[src/ckm_pkg.sv]
// Shared constants, types and the base coding function of the k-mer minimizer extractor.
`timescale 1ns / 1ps

package ckm_pkg;

  // Default sizes of the block.
  localparam int KMER_LEN_DEF   = 28;
  localparam int WINDOW_LEN_DEF = 16;

  // Field widths.
  localparam int CHAR_W = 8;
  localparam int SEQ_W  = 40;
  localparam int MIN_W  = 56;
  localparam int MIX_W  = 64;

  // Shift amounts of the 64-bit integer mix.
  localparam int MIX_SH_A = 21;
  localparam int MIX_SH_B = 24;
  localparam int MIX_SH_C = 3;
  localparam int MIX_SH_D = 8;
  localparam int MIX_SH_E = 14;
  localparam int MIX_SH_F = 2;
  localparam int MIX_SH_G = 4;
  localparam int MIX_SH_H = 28;
  localparam int MIX_SH_I = 31;

  // ASCII nucleotides.
  localparam logic [CHAR_W-1:0] ASCII_A = 8'h41;
  localparam logic [CHAR_W-1:0] ASCII_C = 8'h43;
  localparam logic [CHAR_W-1:0] ASCII_G = 8'h47;
  localparam logic [CHAR_W-1:0] ASCII_T = 8'h54;

  typedef logic [1:0] base_code_t;

  localparam base_code_t CODE_A = 2'd0;
  localparam base_code_t CODE_C = 2'd1;
  localparam base_code_t CODE_G = 2'd2;
  localparam base_code_t CODE_T = 2'd3;

  // Sequencer states of the top level.
  typedef enum logic [2:0] {
    S_IDLE,
    S_HASH,
    S_DECIDE,
    S_EMIT_MIN,
    S_EMIT_END
  } ckm_state_t;

  // Control that the sequencer broadcasts to every window cell.
  typedef struct packed {
    logic shift;
    logic first;
  } cell_ctrl_t;

  // Two-bit code of a nucleotide; any unknown byte codes as A.
  function automatic base_code_t base_code(input logic [CHAR_W-1:0] ch);
    base_code_t code;
    case (ch)
      ASCII_A: code = CODE_A;
      ASCII_C: code = CODE_C;
      ASCII_G: code = CODE_G;
      ASCII_T: code = CODE_T;
      default: code = CODE_A;
    endcase
    return code;
  endfunction

endpackage

[src/ckm_hash.sv]
// Canonical k-mer selection and the five-stage pipelined integer mix.
`timescale 1ns / 1ps

module ckm_hash #(
  parameter int KMER_LEN = ckm_pkg::KMER_LEN_DEF
) (
  input  logic                  clk,
  input  logic                  rst_n,
  input  logic                  in_valid,
  input  logic [2*KMER_LEN-1:0] kmer,
  output logic                  out_valid,
  output logic [2*KMER_LEN-1:0] hash
);

  localparam int HW = 2 * KMER_LEN;
  localparam int MW = ckm_pkg::MIX_W;

  logic [HW-1:0] rev;
  logic [HW-1:0] canon;
  logic [MW-1:0] k1, k2, k3, k4, k5, k6, k7;
  logic [MW-1:0] s0_r, s1_r, s2_r, s3_r;
  logic [HW-1:0] hash_r;
  logic [4:0]    vld_r;

  // Reverse complement is pure wiring: each base is inverted and mirrored.
  always_comb begin
    rev = '0;
    for (int b = 0; b < KMER_LEN; b++) begin
      rev[2*(KMER_LEN-1-b) +: 2] = ~kmer[2*b +: 2];
    end
    canon = (kmer < rev) ? kmer : rev;
  end

  // At most one add group and one xor-shift between registers.
  assign k1 = ~s0_r + (s0_r << ckm_pkg::MIX_SH_A);
  assign k2 = k1 ^ (k1 >> ckm_pkg::MIX_SH_B);
  assign k3 = s1_r + (s1_r << ckm_pkg::MIX_SH_C) + (s1_r << ckm_pkg::MIX_SH_D);
  assign k4 = k3 ^ (k3 >> ckm_pkg::MIX_SH_E);
  assign k5 = s2_r + (s2_r << ckm_pkg::MIX_SH_F) + (s2_r << ckm_pkg::MIX_SH_G);
  assign k6 = k5 ^ (k5 >> ckm_pkg::MIX_SH_H);
  assign k7 = s3_r + (s3_r << ckm_pkg::MIX_SH_I);

  // Data stages.
  always_ff @(posedge clk) begin
    s0_r   <= MW'(canon);
    s1_r   <= k2;
    s2_r   <= k4;
    s3_r   <= k6;
    hash_r <= HW'(k7);
  end

  // Valid bits travel alongside the data.
  always_ff @(posedge clk) begin
    if (!rst_n) begin
      vld_r <= '0;
    end else begin
      vld_r <= {vld_r[3:0], in_valid};
    end
  end

  assign out_valid = vld_r[4];
  assign hash      = hash_r;

endmodule

[src/ckm_min_cell.sv]
// One window cell: the minimum of the newest hash and its neighbor's older minimum.
`timescale 1ns / 1ps

module ckm_min_cell #(
  parameter int HASH_W = 2 * ckm_pkg::KMER_LEN_DEF
) (
  input  logic                clk,
  input  ckm_pkg::cell_ctrl_t ctrl,
  input  logic [HASH_W-1:0]   new_hash,
  input  logic [HASH_W-1:0]   prev_min,
  output logic [HASH_W-1:0]   min_out
);

  logic [HASH_W-1:0] min_r;
  logic [HASH_W-1:0] min_nxt;

  // Cell j holds the minimum of the last j+1 hashes of the job.
  assign min_nxt = ctrl.first ? new_hash :
                   ((prev_min < new_hash) ? prev_min : new_hash);

  always_ff @(posedge clk) begin
    if (ctrl.shift) begin
      min_r <= min_nxt;
    end
  end

  assign min_out = min_r;

endmodule

[src/canonical_kmer_minimizer_extractor.sv]
// Top level of the canonical k-mer minimizer extractor: sequencer, job state and cell chain.
//
//  Channel  Direction  Handshake            Word contents
//  in_      slave      in_tvalid/in_tready  tdata[7:0] base_char
//  out_     master     out_tvalid/tready    tdata[55:0] minimizer, [95:56] minimizer_count,
//                                           tlast end_of_job
//  cfg_     write      cfg_wr_en            cfg_wr_data[39:0] sequence_length
//
// A base that completes no k-mer goes from idle to the decide state; one that completes a
// k-mer waits in the hash state for the five register stages of the hash pipeline; the
// cells update as it leaves; each word adds an emit state. One base is in work at a time.
// Reset is synchronous and active low; it clears the job and the length register.
// A result word waits in the output register while the next base is taken in; the
// sequencer stalls only when a new word is due and the output register is still full.
`timescale 1ns / 1ps

module canonical_kmer_minimizer_extractor #(
  parameter int KMER_LEN   = ckm_pkg::KMER_LEN_DEF,
  parameter int WINDOW_LEN = ckm_pkg::WINDOW_LEN_DEF
) (
  input  logic                       clk,
  input  logic                       rst_n,
  // base_char[7:0]
  input  logic [ckm_pkg::CHAR_W-1:0] in_tdata,
  input  logic                       in_tvalid,
  output logic                       in_tready,
  // minimizer[55:0], minimizer_count[95:56]
  output logic [95:0]                out_tdata,
  output logic                       out_tlast,
  output logic                       out_tvalid,
  input  logic                       out_tready,
  input  logic                       cfg_wr_en,
  input  logic [ckm_pkg::SEQ_W-1:0]  cfg_wr_data
);

  localparam int HW     = 2 * KMER_LEN;
  localparam int FW     = $clog2(WINDOW_LEN + 1);
  localparam int SW     = ckm_pkg::SEQ_W;
  localparam int MW     = ckm_pkg::MIN_W;
  localparam logic [FW-1:0] FILL_FULL = FW'(WINDOW_LEN);

  ckm_pkg::ckm_state_t state_r, state_nxt;

  logic [SW-1:0] seq_len_r;
  logic [HW-1:0] kmer_shift_r, kmer_shift_nxt;
  logic [SW-1:0] bases_seen_r, bases_seen_nxt;
  logic [FW-1:0] fill_r, fill_nxt;
  logic          full_before_r, full_before_nxt;
  logic          push_r, push_nxt;
  logic          final_r, final_nxt;
  logic [HW-1:0] last_emitted_r, last_emitted_nxt;
  logic [SW-1:0] emit_cnt_r, emit_cnt_nxt;
  logic          out_tvalid_r, out_tvalid_nxt;
  logic [MW-1:0] out_min_r, out_min_nxt;
  logic [SW-1:0] out_cnt_r, out_cnt_nxt;
  logic          out_last_r, out_last_nxt;

  logic [HW-1:0] kmer_in;
  logic [SW-1:0] bases_inc;
  logic          accept;
  logic          hash_start;
  logic          hash_valid;
  logic [HW-1:0] hash;
  logic          out_free;
  logic          need_min;
  logic [HW-1:0] win_min;

  ckm_pkg::cell_ctrl_t cell_ctrl;
  logic [HW-1:0]       cell_min [WINDOW_LEN];

  // Next k-mer and base count of an incoming word.
  assign accept     = in_tvalid && in_tready;
  assign kmer_in    = HW'({kmer_shift_r, ckm_pkg::base_code(in_tdata)});
  assign bases_inc  = bases_seen_r + SW'(1);
  assign hash_start = accept && (bases_inc >= SW'(KMER_LEN));
  assign out_free   = !out_tvalid_r || out_tready;

  ckm_hash #(
    .KMER_LEN (KMER_LEN)
  ) u_hash (
    .clk       (clk),
    .rst_n     (rst_n),
    .in_valid  (hash_start),
    .kmer      (kmer_in),
    .out_valid (hash_valid),
    .hash      (hash)
  );

  // Window cells: each takes its neighbor's minimum and the broadcast hash.
  assign cell_ctrl.shift = (state_r == ckm_pkg::S_HASH) && hash_valid;
  assign cell_ctrl.first = (fill_r == '0);

  for (genvar i = 0; i < WINDOW_LEN; i++) begin : g_cell
    ckm_min_cell #(
      .HASH_W (HW)
    ) u_cell (
      .clk      (clk),
      .ctrl     (cell_ctrl),
      .new_hash (hash),
      .prev_min ((i == 0) ? {HW{1'b1}} : cell_min[(i == 0) ? 0 : i - 1]),
      .min_out  (cell_min[i])
    );
  end

  assign win_min = cell_min[WINDOW_LEN-1];

  // A minimum is due when the window first fills, when a full window's minimum changes,
  // or when a job shorter than one window ends.
  assign need_min = (push_r && (full_before_r ? (win_min != last_emitted_r)
                                              : (fill_r == FILL_FULL)))
                 || (final_r && (fill_r != '0) && (fill_r != FILL_FULL));

  // Sequencer: next state, job state and output register loads.
  always_comb begin
    state_nxt        = state_r;
    kmer_shift_nxt   = kmer_shift_r;
    bases_seen_nxt   = bases_seen_r;
    fill_nxt         = fill_r;
    full_before_nxt  = full_before_r;
    push_nxt         = push_r;
    final_nxt        = final_r;
    last_emitted_nxt = last_emitted_r;
    emit_cnt_nxt     = emit_cnt_r;
    out_tvalid_nxt   = out_tvalid_r && !out_tready;
    out_min_nxt      = out_min_r;
    out_cnt_nxt      = out_cnt_r;
    out_last_nxt     = out_last_r;
    in_tready        = 1'b0;

    case (state_r)
      ckm_pkg::S_IDLE: begin
        in_tready = 1'b1;
        if (in_tvalid) begin
          kmer_shift_nxt = kmer_in;
          bases_seen_nxt = bases_inc;
          push_nxt       = hash_start;
          final_nxt      = (bases_inc == seq_len_r);
          state_nxt      = hash_start ? ckm_pkg::S_HASH : ckm_pkg::S_DECIDE;
        end
      end
      ckm_pkg::S_HASH: begin
        if (hash_valid) begin
          full_before_nxt = (fill_r == FILL_FULL);
          if (fill_r != FILL_FULL) begin
            fill_nxt = fill_r + FW'(1);
          end
          state_nxt = ckm_pkg::S_DECIDE;
        end
      end
      ckm_pkg::S_DECIDE: begin
        if (need_min) begin
          state_nxt = ckm_pkg::S_EMIT_MIN;
        end else if (final_r) begin
          state_nxt = ckm_pkg::S_EMIT_END;
        end else begin
          state_nxt = ckm_pkg::S_IDLE;
        end
      end
      ckm_pkg::S_EMIT_MIN: begin
        if (out_free) begin
          out_tvalid_nxt   = 1'b1;
          out_min_nxt      = MW'(win_min);
          out_cnt_nxt      = '0;
          out_last_nxt     = 1'b0;
          last_emitted_nxt = win_min;
          emit_cnt_nxt     = emit_cnt_r + SW'(1);
          state_nxt        = final_r ? ckm_pkg::S_EMIT_END : ckm_pkg::S_IDLE;
        end
      end
      ckm_pkg::S_EMIT_END: begin
        if (out_free) begin
          out_tvalid_nxt   = 1'b1;
          out_min_nxt      = '0;
          out_cnt_nxt      = emit_cnt_r;
          out_last_nxt     = 1'b1;
          kmer_shift_nxt   = '0;
          bases_seen_nxt   = '0;
          fill_nxt         = '0;
          last_emitted_nxt = '0;
          emit_cnt_nxt     = '0;
          state_nxt        = ckm_pkg::S_IDLE;
        end
      end
      default: begin
        state_nxt = ckm_pkg::S_IDLE;
      end
    endcase
  end

  // State register and control state.
  always_ff @(posedge clk) begin
    if (!rst_n) begin
      state_r        <= ckm_pkg::S_IDLE;
      seq_len_r      <= '0;
      kmer_shift_r   <= '0;
      bases_seen_r   <= '0;
      fill_r         <= '0;
      full_before_r  <= 1'b0;
      push_r         <= 1'b0;
      final_r        <= 1'b0;
      last_emitted_r <= '0;
      emit_cnt_r     <= '0;
      out_tvalid_r   <= 1'b0;
    end else begin
      state_r        <= state_nxt;
      if (cfg_wr_en) begin
        seq_len_r <= cfg_wr_data;
      end
      kmer_shift_r   <= kmer_shift_nxt;
      bases_seen_r   <= bases_seen_nxt;
      fill_r         <= fill_nxt;
      full_before_r  <= full_before_nxt;
      push_r         <= push_nxt;
      final_r        <= final_nxt;
      last_emitted_r <= last_emitted_nxt;
      emit_cnt_r     <= emit_cnt_nxt;
      out_tvalid_r   <= out_tvalid_nxt;
    end
  end

  // Output payload register.
  always_ff @(posedge clk) begin
    out_min_r  <= out_min_nxt;
    out_cnt_r  <= out_cnt_nxt;
    out_last_r <= out_last_nxt;
  end

  assign out_tvalid = out_tvalid_r;
  assign out_tdata  = {out_cnt_r, out_min_r};
  assign out_tlast  = out_last_r;

  // The fill count never passes the window length.
  a_fill_bound: assert property (@(posedge clk) disable iff (!rst_n)
    fill_r <= FILL_FULL)
    else $error("window fill count out of range");

  // An end marker never carries a minimizer value.
  a_end_zero: assert property (@(posedge clk) disable iff (!rst_n)
    (out_tvalid_r && out_last_r) |-> (out_min_r == '0))
    else $error("end marker with nonzero minimizer");

  // A hash only comes out while the sequencer waits for it.
  a_hash_wait: assert property (@(posedge clk) disable iff (!rst_n)
    hash_valid |-> (state_r == ckm_pkg::S_HASH))
    else $error("hash result arrived outside its wait state");

  // Sending the end marker clears the job.
  a_job_clear: assert property (@(posedge clk) disable iff (!rst_n)
    (state_r == ckm_pkg::S_EMIT_END && out_free)
      |=> (bases_seen_r == '0 && fill_r == '0 && emit_cnt_r == '0))
    else $error("job state not cleared after end marker");

endmodule

[config.mk]
export PLATFORM = sky130hd
export DESIGN_NAME = canonical_kmer_minimizer_extractor
export DESIGN_NICKNAME = d
export VERILOG_FILES = /design/src/ckm_pkg.sv /design/src/ckm_hash.sv /design/src/ckm_min_cell.sv /design/src/canonical_kmer_minimizer_extractor.sv
export SDC_FILE = /design/constraint.sdc
export NUM_CORES = 2
export LEC_CHECK = 0
export ABC_AREA = 1
export BUFFER_PORTS_ARGS = -buffer_cell sky130_fd_sc_hd__buf_2
export CORE_UTILIZATION = 60
export CTS_CLUSTER_SIZE = 30
export DETAILED_ROUTE_END_ITERATION = 16
export PLACE_DENSITY = 0.83
export SKIP_CTS_REPAIR_TIMING = 1
export SLEW_MARGIN = 25
export SYNTH_ARGS = -nofsm -noshare
export SYNTH_HDL_FRONTEND = slang
export SYNTH_SLANG_ARGS = --single-unit
[constraint.sdc]
create_clock -name clk -period 27.7 [get_ports clk]
set_input_delay 1.385 -clock clk [delete_from_list [all_inputs] [get_ports clk]]
set_output_delay 1.385 -clock clk [all_outputs]
set_load 0.05 [all_outputs]
Word-level counts from Yosys, hierarchy flattened
Cells that the tools add are included.

Flip-flop bits (word level): 1536. Output and inout bits: 99.

$add $sub $neg: 9. Eq/ne operators: 16. Multiplexer cells: 65. Bitwise logic cells: 32. Reductions and logical operators: 24. Order comparisons: 18.

Operators with widths (count): 56-bit two-way mux (35); 56-bit < comparator (16); 64-bit adder (5); 40-bit case mux with 2 select lines (3); 40-bit two-way mux (4); 56-bit case mux with 2 select lines (1); 54-bit case mux with 2 select lines (1); 40-bit by 1-bit adder with 40-bit output (second input constant) (2); 56-bit inverter with 64-bit output (1); 64-bit by 40-bit bitwise XOR with 64-bit output (1); 64-bit by 50-bit bitwise XOR with 64-bit output (1); 56-bit adder (1); 56-bit < comparator (first input constant) (1); 56-bit != test (1); 2-bit inverter (28); 56-bit by 36-bit bitwise XOR with 56-bit output (1); 54-bit two-way mux (1); 40-bit == test (1); 40-bit by 5-bit >= comparator with 1-bit output (second input constant) (1); 8-bit by 7-bit == test with 1-bit output (second input constant) (3); 3-bit two-way mux (6); 5-bit two-way mux (3); 3-bit case mux with 5 select lines (1); 5-bit case mux with 2 select lines (1); other kinds (23) (45).

Logic depth before layout (Yosys ltp)
Depth in word-level cells: 7. Depth in mapped cells: 20.

Hierarchy
Synthesis repeated with hierarchy kept, for this count alone.

Cells, all modules: 14306. Area, all modules: 110623.6 sq um.

By module, submodules not included: ckm_min_cell (cells each 494, sequential area each 1681.6 sq um, times used 16, area each 4237.8 sq um); ckm_hash (cells each 4347, sequential area each 6025.8 sq um, times used 1, area each 27368.7 sq um); canonical_kmer_minimizer_extractor (cells each 2055, sequential area each 7757.4 sq um, times used 1, area each 15449.8 sq um).

Least setup slack after synthesis
No wires, ideal clock.

Path kind: reg-to-reg. Start: reg state_r[2]. End: reg g_cell[0].u_cell.min_r[0], enable pin. Required time: 26.464 ns. Cell stages (with the launch flop): 4. Setup slack: 8.475 ns. Path buffers: 0. Setup time: 1.236 ns. Data arrival time: 17.989 ns. Cell sequence: dfxtp_1 > nor3_1 > nand2_1 > inv_1.

RTL lines: start, declared (line canonical_kmer_minimizer_extractor.sv:42) `ckm_pkg::ckm_state_t state_r, state_nxt;`; start signal, assigned (line canonical_kmer_minimizer_extractor.sv:193) `state_r <= ckm_pkg::S_IDLE;`; start signal, assigned (line canonical_kmer_minimizer_extractor.sv:205) `state_r <= state_nxt;`; end signal, assigned (line ckm_min_cell.sv:23) `min_r <= min_nxt;`; end, declared (line ckm_min_cell.sv:14) `logic [HASH_W-1:0] min_r;`.

==> flow_summary_export.csv <==
group,metric,value,unit
status,status,"complete, no violations",
worst_setup_path,critical-path-max-stage-delay,950,ps
global_route,grt_pass1_wl,406000,µm
clock_network,htreeDepth,4,
yosys,yosysWarningCount,0,
worst_setup_path,required,28140,ps
global_route,grt_start_max_net_pins,197,
sta,hold_viol_final,0,
floorplanning,coreArea,152000,µm²
yosys,synth_edf_count,993,
worst_setup_path,reg2reg_slack,22960,ps
sta,drv_slew,0,
worst_setup_path,crit_chain,"inv_1 > nor3_1 > nand2_1 > inv_8 > buf_4 > buf_4 > buf_6",
yosys,syn_area_per_cell,8.77,µm²
sta,clock-skew-final,59.1,ps
worst_setup_path,reg2reg_depth,7,
routing,first_pass_iters,6,
floorplanning,rows,143,
placed_design,pre_cts_slack,22750,ps
yosys,synth.area.top_cells,"edfxtp_1 32%, ha_1 14%, dfxtp_1 12%",
yosys,ys_seq_area_share,44.0,%
yosys,synthesis.area,92400,µm²
sta,worst_slack,22960,ps
job,drv_cap,0,
placed_design,port_buffers,151,
sta,relSlewSlack,25.4,%
worst_setup_path,reg2reg_from,"state_r[0]$_SDFFE_PN0P_",
global_route,antenna_found_initial,3,
sta,hold_ws,328,ps
sta,max_slew.worst_pin.slew,1120,ps
yosys,synthFlopType,"edfxtp_1",
layout,fin_area,101000,µm²
clock_network,cts_tree,"yes",
floorplanning,num_io_pins,152,
layout,final_util,66.1,%
worst_setup_path,critical_path_depth,7,
power,peakVddDrop,0.0695,mV
sta,rsz0062_at_grt,"no",
routing,avgRoutedWirePerCell,20.4,µm
power,power_leakage,42.5,nW
layout,final_cells,12800,
yosys,yosys.area.top_type,"edfxtp_1",
worst_setup_path,cp_max_fo,120,
yosys,synthCells,10500,
global_route,gr-total-overflow,0,
layout,nets,11800,
worst_hold_path,holdCritStartpoint,"u_hash.s3_r[25]$_DFF_P_",
power,p_per_area,91.5,nW/µm²
layout,regArea,40700,µm²
worst_setup_path,arrival,5180,ps
layout,n_fill_cell,11900,
clock_network,numCtsBuffers,161,
yosys,ys_seq_elements,1536,
placed_design,hpwl,195000,µm
yosys,ys_types,56,
worst_setup_path,cp-endpoint,"g_cell[12].u_cell.min_out[22]$_DFFE_PP_",
global_route,grt.total_usage,32.8,%
clock_network,clk_latency,830,ps
sta,totalNegativeSetupSlack,0,ps
layout,area_growth,9.02,%
worst_setup_path,setup.worst_path.class,"reg -> reg",
clock_network,clkTransAtPathRegs,60,ps
power,total_power,9.22,mW
layout,multi_input_area,47500,µm²
clock_network,clockBufferDepth,3,
routing,post_drt_via_cell_ratio,6.05,
clock_network,clock_sinks,1536,
sta,fmax,0.211,GHz
worst_setup_path,worstSetupEndpointType,"flip-flop",
yosys,netlist.area_leader.share,32.3,%
layout,layout-drive-gt1-share,5.62,%
floorplanning,die_x,394,µm
routing,drcViolationCount,0,
yosys,postSynth.asyncResetShare,0,%
floorplanning,die_h,394,µm
global_route,grt_pass1_vias,75800,
clock_network,cts-root-buf,"clkbuf_16",
worst_setup_path,worst-path-buf-inv,5,
worst_setup_path,critPathTopFamily,"buffers and inverters",
worst_hold_path,hp-class,"reg -> reg",
floorplanning,dieArea,156000,µm²
placed_design,place_area,95300,µm²
worst_setup_path,cp_slowest_cell,"buf_4",
worst_setup_path,cpMostUsedCell,"buf_4",
routing,vias,77300,
floorplanning,start_util,60.6,%
worst_setup_path,crit_start,"state_r[0]$_SDFFE_PN0P_",
routing,ant_nets,0,
sta,fin_crit_sh,17.1,%
worst_setup_path,worstReg2RegEnd,"g_cell[12].u_cell.min_out[22]$_DFFE_PP_",
yosys,syn-num-nets,11800,
routing,drt_iter0_drc,7563,
sta,layout_min_cycle_time,4740,ps
sta,setup_viol,0,
placed_design,dpl.cell_count,12500,
placed_design,gp_congestion,0.976,
routing,wirelength,260000,µm
worst_setup_path,critPathLaunchType,"flip-flop",
-- how the worst min path moves through the flow --
stage	to	slack (ps)	cells past startpoint
after floorplan	u_hash.hash[25]$_DFF_P_	310	0
after global placement	u_hash.hash[28]$_DFF_P_	310	0
after detailed placement	u_hash.hash[25]$_DFF_P_	310	0
after CTS	u_hash.hash[25]$_DFF_P_	330	0
after global routing	u_hash.hash[25]$_DFF_P_	330	0
final	u_hash.hash[25]$_DFF_P_	330	0
-- flip-flops by register name, summed over array words and instances, names as in the netlist, 56 cells and up --
register and cells:
out_min_r 56, u_hash.s3_r 56, g_cell.u_cell.min_out 896, u_hash.s2_r 64, u_hash.s1_r 64, u_hash.hash 56
last_emitted_r 56, u_hash.s0_r 56
-- cell type report --
type / instances / area share [%]
Clock inverter: 81 / 0.983
Tap cell: 2030 / 2.52
Multi-Input combinational cell: 7866 / 47.2
Timing Repair Buffer: 266 / 1.63
Sequential cell: 1536 / 40.4
Antenna cell: 2 / 0.00497
Clock buffer: 219 / 4.41
Inverter: 772 / 2.89
-- worst reg2reg max path: stages, from the launching register on --
cell     delay, ps
dfxtp_1        350
inv_1           80
nor3_1         250
nand2_1        220
inv_8          590
buf_4         1090
buf_4          990
buf_6          770
-- placed cells by master (no fill, tap or decap), types with 64 or more instances in the layout --
| cell | Yosys | layout |
|---|---|---|
| xor2_1 | 208 | 208 |
| nand3_1 | 621 | 621 |
| clkinv_1 | 56 | 64 |
| dfxtp_1 | 543 | 543 |
| ha_1 | 1044 | 1044 |
| xnor2_1 | 126 | 126 |
| nor3_1 | 112 | 111 |
| fa_1 | 118 | 118 |
| buf_2 | 102 | 151 |
| buf_4 | 0 | 110 |
| inv_1 | 712 | 707 |
| clkbuf_16 | 0 | 162 |
| nand4_1 | 122 | 122 |
| nand2_1 | 2177 | 2154 |
| nor2_1 | 1151 | 1151 |
| a21oi_1 | 1287 | 1287 |
| o21ai_0 | 426 | 426 |
| edfxtp_1 | 993 | 993 |
-- metal layers --
metal  track usage [%]  vias up  part of all wire [%]
met5                 0        -                     0
met4              18.4        0                   6.0
met3              4.74      748                   7.5
met2              54.3     3416                    47
met1              41.2    36600                    39
li1                  -    36500                     -
-- cell usage after synthesis (all sizes together) (113+ instances only) --
cell and number:
nand2 2187, a21oi 1288, nor2 1167, ha 1044
edfxtp 993, inv 716, nand3 622, dfxtp 543
o21ai 438, clkbuf 231, xor2 208, buf 139
xnor2 126, nand4 122, fa 118, nor3 113
-- cell families (layout without fill, tap and decap cells) --
logic type,count (synthesis),in the layout,share of synthesized area (%)
and+or+nand+nor,4304,4304,19.2
AOI/OAI and AO/OA,2065,2065,12.1
DFF,1536,1536,44.0
adders and majority gates,1162,1162,16.7
buffers and inverters,1142,1338,4.78
xor gates and xnor gates,335,335,3.19
other,0,2,0
-- power breakdown --
part	leakage [nW]	internal [mW]	total, mW	switching [mW]
registers	13.5	2.78	3.02	0.239
clock network	2.66	1.28	2.23	0.951
logic	26.4	1.36	3.97	2.61
Note: power is estimated with default switching activity, not from simulation.
